File: src/design/gmre_pkg.sv
// Shared constants, types and helper functions of the grid MRF labeling energy unit.
package gmre_pkg;

   localparam int MAX_WIDTH   = 1024;
   localparam int MAX_HEIGHT  = 1024;
   localparam int ENERGY_BITS = 16;

   localparam int PAIR_TERMS = 4;
   localparam int PAIR_E10   = 1;
   localparam int PAIR_E01   = 2;
   localparam int PAIR_E11   = 3;

   localparam int SIZE_BITS = 11;
   localparam int COL_BITS  = $clog2(MAX_WIDTH);
   localparam int ROW_BITS  = $clog2(MAX_HEIGHT);
   localparam int ACC_BITS  = 48;
   localparam int OUT_BITS  = 18;
   localparam int PROD_BITS = 2 * SIZE_BITS;
   localparam int STEP_BITS = $clog2(ACC_BITS);
   localparam int LINE_BITS = 1 + PAIR_TERMS * ENERGY_BITS;

   // register indexes of the configuration port
   localparam logic CSR_IMAGE_WIDTH  = 1'b0;
   localparam logic CSR_IMAGE_HEIGHT = 1'b1;

   typedef logic signed [ENERGY_BITS-1:0] energy_type;
   typedef logic [1:0]                    pair_idx_type;

   // controller to datapath
   typedef struct packed {
      logic accept;    // latch request, read line store
      logic exec;      // accumulate, write back, advance counters
      logic div_step;  // one restoring division step
      logic out_load;  // load the result register
   } gmre_cmd_type;

   // datapath to controller
   typedef struct packed {
      logic last_pixel;
   } gmre_status_type;

   // pair index: first + 2*second
   function automatic pair_idx_type pair_index(input logic first, input logic second);
      pair_idx_type idx;
      idx = '0;
      if (first && second)
         idx = pair_idx_type'(PAIR_E11);
      else if (first)
         idx = pair_idx_type'(PAIR_E10);
      else if (second)
         idx = pair_idx_type'(PAIR_E01);
      return idx;
   endfunction

   // sign extend one energy to accumulator width
   function automatic logic [ACC_BITS-1:0] sext_acc(input energy_type e);
      return {{(ACC_BITS-ENERGY_BITS){e[ENERGY_BITS-1]}}, e};
   endfunction

endpackage

File: src/design/gmre_ctrl.sv
// Controller: sequences each pixel, the end-of-image division and the result handshake.
module gmre_ctrl
   import gmre_pkg::*;
(
   input  logic            clock,
   input  logic            reset,
   input  logic            req_valid,
   output logic            req_ready,
   output logic            rsp_valid,
   input  logic            rsp_ready,
   input  gmre_status_type status,
   output gmre_cmd_type    cmd
);

   typedef enum logic [1:0] {
      S_IDLE,
      S_EXEC,
      S_DIVIDE,
      S_FINISH
   } state_type;

   state_type            state_ff, state_in;
   logic [STEP_BITS-1:0] step_ff, step_in;
   logic                 rsp_valid_ff, rsp_valid_in;
   logic                 out_ok;

   assign out_ok = !rsp_valid_ff || rsp_ready;

   // next state and commands
   always_comb begin
      state_in     = state_ff;
      step_in      = step_ff;
      cmd          = '0;
      rsp_valid_in = rsp_valid_ff && !rsp_ready;
      unique case (state_ff)
         S_IDLE: begin
            if (req_valid) begin
               cmd.accept = 1'b1;
               state_in   = S_EXEC;
            end
         end
         S_EXEC: begin
            cmd.exec = 1'b1;
            step_in  = '0;
            state_in = status.last_pixel ? S_DIVIDE : S_IDLE;
         end
         S_DIVIDE: begin
            cmd.div_step = 1'b1;
            step_in      = step_ff + STEP_BITS'(1);
            if (step_ff == STEP_BITS'(ACC_BITS - 1)) begin
               state_in = S_FINISH;
            end
         end
         S_FINISH: begin
            if (out_ok) begin
               cmd.out_load = 1'b1;
               rsp_valid_in = 1'b1;
               state_in     = S_IDLE;
            end
         end
         default: state_in = S_IDLE;
      endcase
   end

   always_ff @(posedge clock) begin
      if (reset) begin
         state_ff     <= S_IDLE;
         step_ff      <= '0;
         rsp_valid_ff <= 1'b0;
      end else begin
         state_ff     <= state_in;
         step_ff      <= step_in;
         rsp_valid_ff <= rsp_valid_in;
      end
   end

   assign req_ready = (state_ff == S_IDLE);
   assign rsp_valid = rsp_valid_ff;

endmodule

File: config.mk
export PLATFORM = sky130hd
export DESIGN_NAME = gmre_ctrl
export DESIGN_NICKNAME = d
export VERILOG_FILES = /design/src/design/gmre_pkg.sv /design/src/design/gmre_ctrl.sv
export SDC_FILE = /design/constraint.sdc
export NUM_CORES = 1
export LEC_CHECK = 0
export ABC_AREA = 1
export BUFFER_PORTS_ARGS = -buffer_cell sky130_fd_sc_hd__buf_2
export CORE_AREA = 2 2 39 41
export CTS_BUF_LIST = sky130_fd_sc_hd__clkbuf_4 sky130_fd_sc_hd__clkbuf_8
export DETAILED_ROUTE_END_ITERATION = 8
export DIE_AREA = 0 0 41 43
export PLACE_DENSITY = 0.62
export REMOVE_ABC_BUFFERS = 1
export SYNTH_ARGS = -nofsm -noshare
export SYNTH_HDL_FRONTEND = slang
export SYNTH_SLANG_ARGS = --single-unit
export TNS_END_PERCENT = 100
File: constraint.sdc
create_clock -name clock -period 1.5 [get_ports clock]
set_clock_uncertainty 0.2 [all_clocks]
set_input_delay 0.375 -clock clock [delete_from_list [all_inputs] [get_ports clock]]
set_output_delay 0.375 -clock clock [all_outputs]
set_load 0.02 [all_outputs]
Word level (Yosys, flattened, before mapping):

Cells that the tools add are included.

* register bits after elaboration: 9
* word-level logic and storage cells: 32

* add/sub/neg operators: 1
* equality and inequality tests: 7
* multiplexer cells: 14
* reduce and logical (&&, ||, !) cells: 7

Operators by type and width (number)
* case mux 6 bit (2 select lines): 1
* two-way mux 1 bit: 8
* two-way mux 2 bit: 4
* case mux 2 bit (4 select lines): 1
* adder 6 x 1 -> 6 bit, second input constant: 1
* equality test 6 bit, second input constant: 1
* != test 2 bit, second input constant: 3
* equality test 2 bit, second input constant: 2
* AND reduction 3 bit: 1
* equality test 2 x 1 -> 1 bit, second input constant: 1
* logical NOT 1 bit: 2
* logical NOT 2 bit: 1
* nonzero test 2 bit: 1
* logical AND 1 bit: 1
* logical OR 1 bit: 1

Depth between registers and ports, before layout:

Gate-level depths: netlist (run 1).

* word-level depth: 4
* depth in mapped cells: 9
* gate-level depth less buffers: 9

Worst setup path before layout (run 1):

Ideal clock, no wire load.

* path type: register to register
* start point: reg state_ff[0]
* end point: reg step_ff[5]
* library setup time: 0.113 ns
* data arrival time: 1.306 ns
* required time: 1.187 ns
* path slack: -0.119 ns
* stages on the path, launching flop included: 8
* period minus slack after synthesis: 1.619 ns
* cell sequence: dfxtp_1 -> inv_1 -> ha_1 -> inv_2 -> nor3_4 -> nand3_2 -> nor2_1 -> nor2_1

* longest elaborated chain between the ends: 2

RTL lines
* start: declaration: RTL line gmre_ctrl.sv:22 `state_type state_ff, state_in;`
* start signal: assignment: RTL line gmre_ctrl.sv:71 `state_ff <= state_in;`
* equality test 2 bit / equality test 2 x 1 -> 1 bit (equally long branches): RTL line gmre_ctrl.sv:35 `unique case (state_ff)`
* case mux 6 bit (2 select lines) / nonzero test 2 bit (equally long branches)
* end signal: assignment: RTL line gmre_ctrl.sv:72 `step_ff <= step_in;`
* end: declaration: RTL line gmre_ctrl.sv:23 `logic [STEP_BITS-1:0] step_ff, step_in;`

Several ways; a longest one is shown, not always the timed one.
A chain may end at the register's enable or synchronous reset.

==> results of run 1 <==
[metal layers]
| metal | vias up | GRT usage | share of wire |
|---|---|---|---|
| li1 | 277 | - | - |
| met1 | 232 | 0.142 | 0.42 |
| met2 | 10 | 0.238 | 0.52 |
| met3 | 5 | 0.0157 | 0.024 |
| met4 | 0 | 0.120 | 0.039 |
| met5 | - | 0 | 0 |
[logic make-up (layout without fill, tap and decap cells)]
group	after synthesis	in the layout	synth area share
AOI/OAI and AO/OA	11	11	0.117
adders and majority gates	6	6	0.143
buffers and inverters	16	38	0.114
and+or+nand+nor	32	32	0.283
DFF	9	9	0.343
[cell type report]
class,count,area (um2)
clock buffer,4,30.0
fill,132,582
inverter,16,60.1
multi-input combinational,49,360
sequential,9,183
tap,16,20.0
timing repair buffer,18,149
[cells in the final DEF (no fill, tap or decap), drive strengths merged]
cell     n
nor3     3
nand2   19
clkbuf   4
inv     16
o21ai    2
nor2     4
nand3    5
a21oi    8
dfxtp    9
ha       6
nand4    1
o21bai   1
buf     18
[worst max-delay path by stage]
| stage | startpoint | endpoint | slack (ns) | depth (start not counted) |
|---|---|---|---|---|
| 2_1_floorplan | state_ff[0] | step_ff[5] | -0.12 | 7 |
| 6_report | state_ff[0] | cmd[0] | -0.21 | 5 |
| 3_3_place_gp | state_ff[0] | step_ff[2] | -0.03 | 5 |
| 5_1_grt | state_ff[0] | cmd[0] | -0.25 | 5 |
| 3_5_place_dp | state_ff[0] | step_ff[2] | -0.05 | 5 |
| 4_1_cts | flip-flop | cmd[0] | -0.20 | 5 |
[worst max-delay path, cell delays in order, from the launching register on]
cell and delay [ns]:
dfxtp_2 0.34, buf_6 0.11, ha_4 0.14, inv_2 0.04
a21oi_2 0.09, buf_4 0.15
[repair_timing]
item	in CTS	in global routing
setup buffers	0	1
gates cloned	0	0
pin swaps	2	4
endpoints found under the setup margin	12	13
resized for setup	21	16
[where the power goes]
part / switching [mW] / internal [mW] / leakage, nW
Combinational: 0.485 / 0.474 / 0.278
Clock: 0.0821 / 0.120 / 0.0184
Sequential: 0.0319 / 0.284 / 0.0738
==> impl_metrics.json, run 1 <==
{
  "status": "complete, but fails checks",
  "violations": "setup timing",
  "arrival_ns": 1.13,
  "synthFlopType": "dfxtp_1",
  "setup_ws_ns": -0.206,
  "grt-ovfl-total": 0,
  "h-tree-depth": 1,
  "power_density_nw_per_um2": 1840,
  "post-route-period-util": 1.14,
  "cp_max_fo": 2,
  "yosys.area.top_type_share": 0.343,
  "ys_warn_count": 0,
  "yosysUniqueCellTypes": 14,
  "max_freq_mhz": 586,
  "drtIter0Drc": 2,
  "hpwl_um": 790,
  "end_kind": "primary output",
  "drtAntennaViolNets": 0,
  "fin_cells": 112,
  "drv_cap": 0,
  "ir_worst_vdd_uv": 882,
  "slew_violations": 0,
  "yosys-top-cells-count": "nand2_1, inv_1, dfxtp_1",
  "cts_buffers": 3,
  "ctsHoldBuffers": 0,
  "dp_cells": 107,
  "clock_latency_ns": 0.26,
  "required_ns": 0.92,
  "yosys.area.top_type": "dfxtp_1",
  "finalSetupViolations": 5,
  "track_usage": 0.142,
  "cts_tree": "yes",
  "dpl_cell_area_um2": 648,
  "synth_edf_count": 0,
  "hold-path-endpoint": "rsp_valid",
  "gp_congestion": 0.730,
  "synth-async-reset-ratio": 0,
  "netlist_area_um2": 526,
  "antenna_found_initial": 0,
  "wl_per_cell_um": 9.89,
  "synth-seq-cells": 9,
  "r2r_setup_slack_ns": 0.02,
  "final.setup.tns_ns": -0.667,
  "leakagePower_nw": 0.370,
  "die_w_um": 41,
  "hold_class": "input port to flip-flop",
  "portBuffers": 10,
  "synthTopCellsByArea": "dfxtp_1, ha_1, nand2_1",
  "core.rowCount": 14,
  "grt_max_degree": 6,
  "dieArea_um2": 1760,
  "syn-instance-count": 74,
  "reg2reg_from": "state_ff[0]",
  "critical_path_class": "flip-flop to primary output",
  "r2r_cells": 9,
  "vias": 524,
  "clock-sinks": 9,
  "hold_viol": 0,
  "core-area_um2": 1380,
  "timing.final.crit_period_ns": 1.71,
  "antenna_cells": 0,
  "dp_slack_ns": -0.0499,
  "power.total_mw": 1.48,
  "final_nets": 108,
  "grt_pass1_vias": 442,
  "fin_util": 0.580,
  "rsz0062_at_grt": "true",
  "grt_pass1_wl_um": 1640,
  "worstHoldStart": "reset",
  "vias_per_cell": 4.68,
  "syn_area_per_cell_um2": 7.10,
  "slew_headroom": 0.854,
  "drive_gt1_frac": 0.458,
  "cts_buffer_depth": 2,
  "io_pins": 11,
  "drc_errors": 0,
  "synth_most_common_cell": "nand2_1",
  "startpoint_type": "flip-flop",
  "cts-root-buf": "clkbuf_4",
  "routed_wl_um": 1110,
  "worst_pin_slew_ns": 0.217,
  "synth-seq-area-share": 0.343,
  "clk_pin_slew_ns": 0.06,
  "initial_utilization": 0.380,
  "stdcell_area_um2": 802,
  "chipHeight_um": 43,
  "min_delay_path_depth": 2,
  "hold_slack_ns": 0.138,
  "syn_to_final_growth_pct": 52.6,
  "dr.pass1.iters": 2
}
Note: power is estimated with default switching activity, not from simulation.
==> run 2: changes to the inputs <==
BUFFER_PORTS_ARGS = -buffer_cell sky130_fd_sc_hd__clkbuf_2   (was -buffer_cell sky130_fd_sc_hd__buf_2)
CAP_MARGIN = 20   (was unset)
==> run 2 against run 1 <==
Net effect:
- critical path depth unchanged
- setup slack worse by 0.013 ns
- hold slack better by 0.0090 ns
- wire length up 3.8%
- combinational power up 1%
- the run still ends with setup timing left
- critical endpoint unchanged
- maximum frequency down 0.78%
- utilization up 1.6 points
- cell count up 2.7%
- power up 0.15%
- via count down 1.9%
- sequential power down 2%
==> impl_metrics.json, run 2 (synthesis gave the netlist of run 1 again) <==
{
  "cp_max_fo": 2,
  "io_pins": 11,
  "timing.final.crit_period_ns": 1.72,
  "clock-sinks": 9,
  "cts_buffers": 3,
  "antenna_cells": 0,
  "gp_congestion": 0.700,
  "stdcell_area_um2": 825,
  "vias_per_cell": 4.47,
  "core-area_um2": 1380,
  "layout_commonest_cell": "nand2_1",
  "dieArea_um2": 1760,
  "vias": 514,
  "drc_errors": 0,
  "drive_gt1_frac": 0.404,
  "dp_slack_ns": -0.0476,
  "ir_worst_vdd_uv": 963,
  "drtIter0Drc": 3,
  "max_freq_mhz": 582,
  "clk_pin_slew_ns": 0.06,
  "startpoint_type": "flip-flop",
  "post-route-period-util": 1.15,
  "ctsHoldBuffers": 0,
  "core.rowCount": 14,
  "power_density_nw_per_um2": 1800,
  "leakagePower_nw": 0.388,
  "h-tree-depth": 1,
  "dpl_cell_area_um2": 656,
  "drtAntennaViolNets": 0,
  "drv_cap": 0,
  "reg2reg_from": "state_ff[0]",
  "violations": "setup timing",
  "die_w_um": 41,
  "required_ns": 0.92,
  "portBuffers": 10,
  "finalSetupViolations": 5,
  "track_usage": 0.159,
  "wl_per_cell_um": 10.0,
  "syn_to_final_growth_pct": 56.9,
  "critical_path_class": "flip-flop to primary output",
  "chipHeight_um": 43,
  "grt_max_degree": 6,
  "clock_latency_ns": 0.26,
  "slew_violations": 0,
  "cts-root-buf": "clkbuf_4",
  "hold_slack_ns": 0.147,
  "setup_ws_ns": -0.220,
  "routed_wl_um": 1150,
  "hpwl_um": 811,
  "final_nets": 111,
  "grt_pass1_vias": 485,
  "arrival_ns": 1.14,
  "antenna_found_initial": 0,
  "rsz0062_at_grt": "true",
  "fin_cells": 115,
  "status": "complete, but fails checks",
  "slew_headroom": 0.884,
  "end_kind": "primary output",
  "worstHoldStart": "reset",
  "dp_cells": 108,
  "initial_utilization": 0.380,
  "hold_viol": 0,
  "grt-ovfl-total": 0,
  "cts_buffer_depth": 2,
  "worst_pin_slew_ns": 0.173,
  "dr.pass1.iters": 4,
  "cts_tree": "yes",
  "hold_class": "input port to flip-flop",
  "most-common-layout-cells": "nand2_1, inv_1, buf_4",
  "grt_pass1_wl_um": 1830
}
run 2: changes by cell type in the layout (fill, tap and decap cells not counted), moves of 2 or more:
cell / change
nor2_2: -2
buf_6: -4
clkbuf_8: +4
buf_2: -5
buf_4: +3
inv_2: -3
nor2_1: +2
clkbuf_2: +5
inv_1: +3
run 2: power breakdown:
group	switching [mW]	leakage, nW	total, mW	internal [mW]
clock	0.0780	0.0184	0.198	0.120
sequential	0.0266	0.0738	0.310	0.284
combinational	0.478	0.296	0.972	0.493
total	0.583	0.388	1.48	0.897
run 2: cell type report:
cell class              count  area, um2
inverters                  16       60.1
flip-flops and latches      9        183
multi-input cells          49        350
fillers                   119        559
well taps                  16       20.0
clock buffers               4       30.0
repair buffers             21        181
run 2: path summary, 6_finish.rpt:
| check | end | slack [ns] | cells past startpoint |
|---|---|---|---|
| worst max-delay path | cmd[0] | -0.22 | 5 |
| worst min-delay path | rsp_valid | 0.15 | 2 |
| worst max register to register | state_ff[0] | 0 | 9 |
| worst min register to register | step_ff[0] | 0.29 | 2 |
run 2: routing by layer:
layer	track usage	wire length [um]	part of all wire	vias up
li1	-	-	-	284
met4	0.100	21	0.018	0
met1	0.156	455	0.40	217
met5	0	0	0	-
met2	0.278	636	0.55	9
met3	0.0314	36	0.031	4
run 2: critical path: stages, from the launching register on:
cell and delay (ns):
dfxtp_2 0.33, buf_6 0.10, ha_4 0.13, inv_2 0.03, a21oi_2 0.12, clkbuf_8 0.17
run 2: repair_timing:
item	CTS	global route
gates resized for setup	21	7
endpoints found under the setup margin	11	11
pin swaps	2	1
setup buffers	1	2
cloned	0	0
run 2: through the flow:
stage	total power, mW	setup TNS [ns]	utilization
floorplan	0.728	-0.293	-
global placement	0.972	-0.0620	0.474
CTS	1.38	-0.818	0.571
finish	1.48	-0.821	0.596
detailed placement	0.991	-0.202	0.474
global route	1.60	-1.20	0.596
==> run 3: changes to the inputs <==
SKIP_CTS_REPAIR_TIMING = 1   (was unset)
==> run 3 against run 2 <==
Net effect:
- the run still ends with setup timing left
- hold slack worse by 0.023 ns
- clock-buffer cell count stayed put
- combinational power is 7.3% lower
- sequential power is 1% higher
- non-clock buffer count is 2 lower
- sequential share of layout area is 0.92 points higher
- global-route usage is 2.6 points lower
- utilization is 2.0 points lower
- cell count is 1.7% lower
- die area stayed put
- first-iteration DRC count is 33% lower
- clock power hardly changed
- largest cell class unchanged
==> impl_metrics.json, run 3 (synthesis gave the netlist of run 1 again) <==
{
  "wl_per_cell_um": 9.88,
  "syn_to_final_growth_pct": 51.7,
  "dp_cells": 108,
  "clock-sinks": 9,
  "fin_cells": 113,
  "clock_latency_ns": 0.26,
  "min_delay_path_depth": 2,
  "dieArea_um2": 1760,
  "startpoint_type": "flip-flop",
  "r2r_cells": 7,
  "portBuffers": 10,
  "finalSetupViolations": 5,
  "hold_class": "input port to flip-flop",
  "violations": "setup timing",
  "layout_commonest_cell": "nand2_1",
  "cp_slowest_cell": "dfxtp_2",
  "dp_slack_ns": -0.0476,
  "multi_input_comb_area_um2": 353,
  "slew_violations": 0,
  "use_met2": 0.197,
  "status": "complete, but fails checks",
  "leakagePower_nw": 0.373,
  "setup_ws_ns": -0.185,
  "chipHeight_um": 43,
  "final.setup.tns_ns": -0.635,
  "vias_per_cell": 4.44,
  "cts-root-buf": "clkbuf_4",
  "grt.busiest_layer": "met2",
  "grt_max_degree": 6,
  "drc_errors": 0,
  "power.total_mw": 1.41,
  "end_kind": "primary output",
  "required_ns": 0.92,
  "rsz0062_at_grt": "true",
  "drv_cap": 0,
  "initial_utilization": 0.380,
  "final_nets": 109,
  "track_usage": 0.133,
  "dpl_cell_area_um2": 656,
  "cts_tree": "yes",
  "use_met1": 0.156,
  "dr.pass1.iters": 3,
  "max_freq_mhz": 594,
  "fin_util": 0.576,
  "core-area_um2": 1380,
  "seq_area_um2": 184,
  "h-tree-depth": 1,
  "path_cells": "buf_6, ha_4, inv_2, a21oi_2, buf_4",
  "cts_buffers": 3,
  "arrival_ns": 1.11,
  "timing.final.crit_period_ns": 1.68,
  "stdcell_area_um2": 797,
  "grt_pass1_wl_um": 1570,
  "drive_gt1_frac": 0.412,
  "critical_path_class": "flip-flop to primary output",
  "power_density_nw_per_um2": 1770,
  "cts_buffer_depth": 2,
  "r2r_setup_slack_ns": 0.08,
  "vias": 502,
  "met3_usage": 0.0314,
  "slew_headroom": 0.878,
  "clk_pin_slew_ns": 0.05,
  "routed_wl_um": 1120,
  "most-common-layout-cells": "nand2_1, inv_1, buf_4",
  "core.rowCount": 14,
  "drtIter0Drc": 2,
  "io_pins": 11,
  "hold_slack_ns": 0.124,
  "r2r_end": "step_ff[5]",
  "cp_max_fo": 2,
  "ir_worst_vdd_uv": 1110,
  "antenna_cells": 0,
  "hold_viol": 0,
  "drtAntennaViolNets": 0,
  "die_w_um": 41,
  "hpwl_um": 811,
  "antenna_found_initial": 0,
  "grt_pass1_vias": 439,
  "slowest_delay_ns": 0.33,
  "hold-path-endpoint": "rsp_valid",
  "worstHoldStart": "reset",
  "grt-ovfl-total": 0,
  "worst_pin_slew_ns": 0.183,
  "gp_congestion": 0.700,
  "post-route-period-util": 1.12,
  "nFillCells": 125
}
==> run 3: routing by layer <==
layer,vias to the layer above,share of wire,routed length (um)
met1,209,0.43,476
li1,278,-,-
met2,10,0.52,579
met5,-,0,0
met3,5,0.030,33
met4,0,0.024,27
==> run 3: area by class of cell <==
class / count / area share
sequential: 9 / 0.231
multi-input combinational: 49 / 0.443
timing repair buffer: 19 / 0.188
tap: 16 / 0.0251
inverter: 16 / 0.0754
clock buffer: 4 / 0.0377
==> run 3: worst max path at each step <==
| stage | startpoint | endpoint | slack (ns) | cells after the start |
|---|---|---|---|---|
| global placement | state_ff[0] | step_ff[3] | -0.02 | 5 |
| detailed placement | flip-flop | step_ff[5] | -0.05 | 7 |
| floorplan | state_ff[0] | step_ff[5] | -0.12 | 7 |
| global route | flip-flop | cmd[0] | -0.23 | 5 |
| finish | flip-flop | cmd[0] | -0.18 | 5 |
| CTS | flip-flop | cmd[0] | -0.27 | 5 |
==> run 3: worst max-delay path, delay by kind of cell, from the launching register on <==
kind,cells,cell delay (ns)
AOI/OAI and AO/OA,1,0.09
DFF,1,0.33
adders and majority gates,1,0.13
buffers and inverters,3,0.30
==> run 3: where the power goes <==
part / switching, mW / internal [mW] / leakage, nW
Clock: 0.0779 / 0.120 / 0.0184
Sequential: 0.0290 / 0.285 / 0.0743
Combinational: 0.458 / 0.443 / 0.280
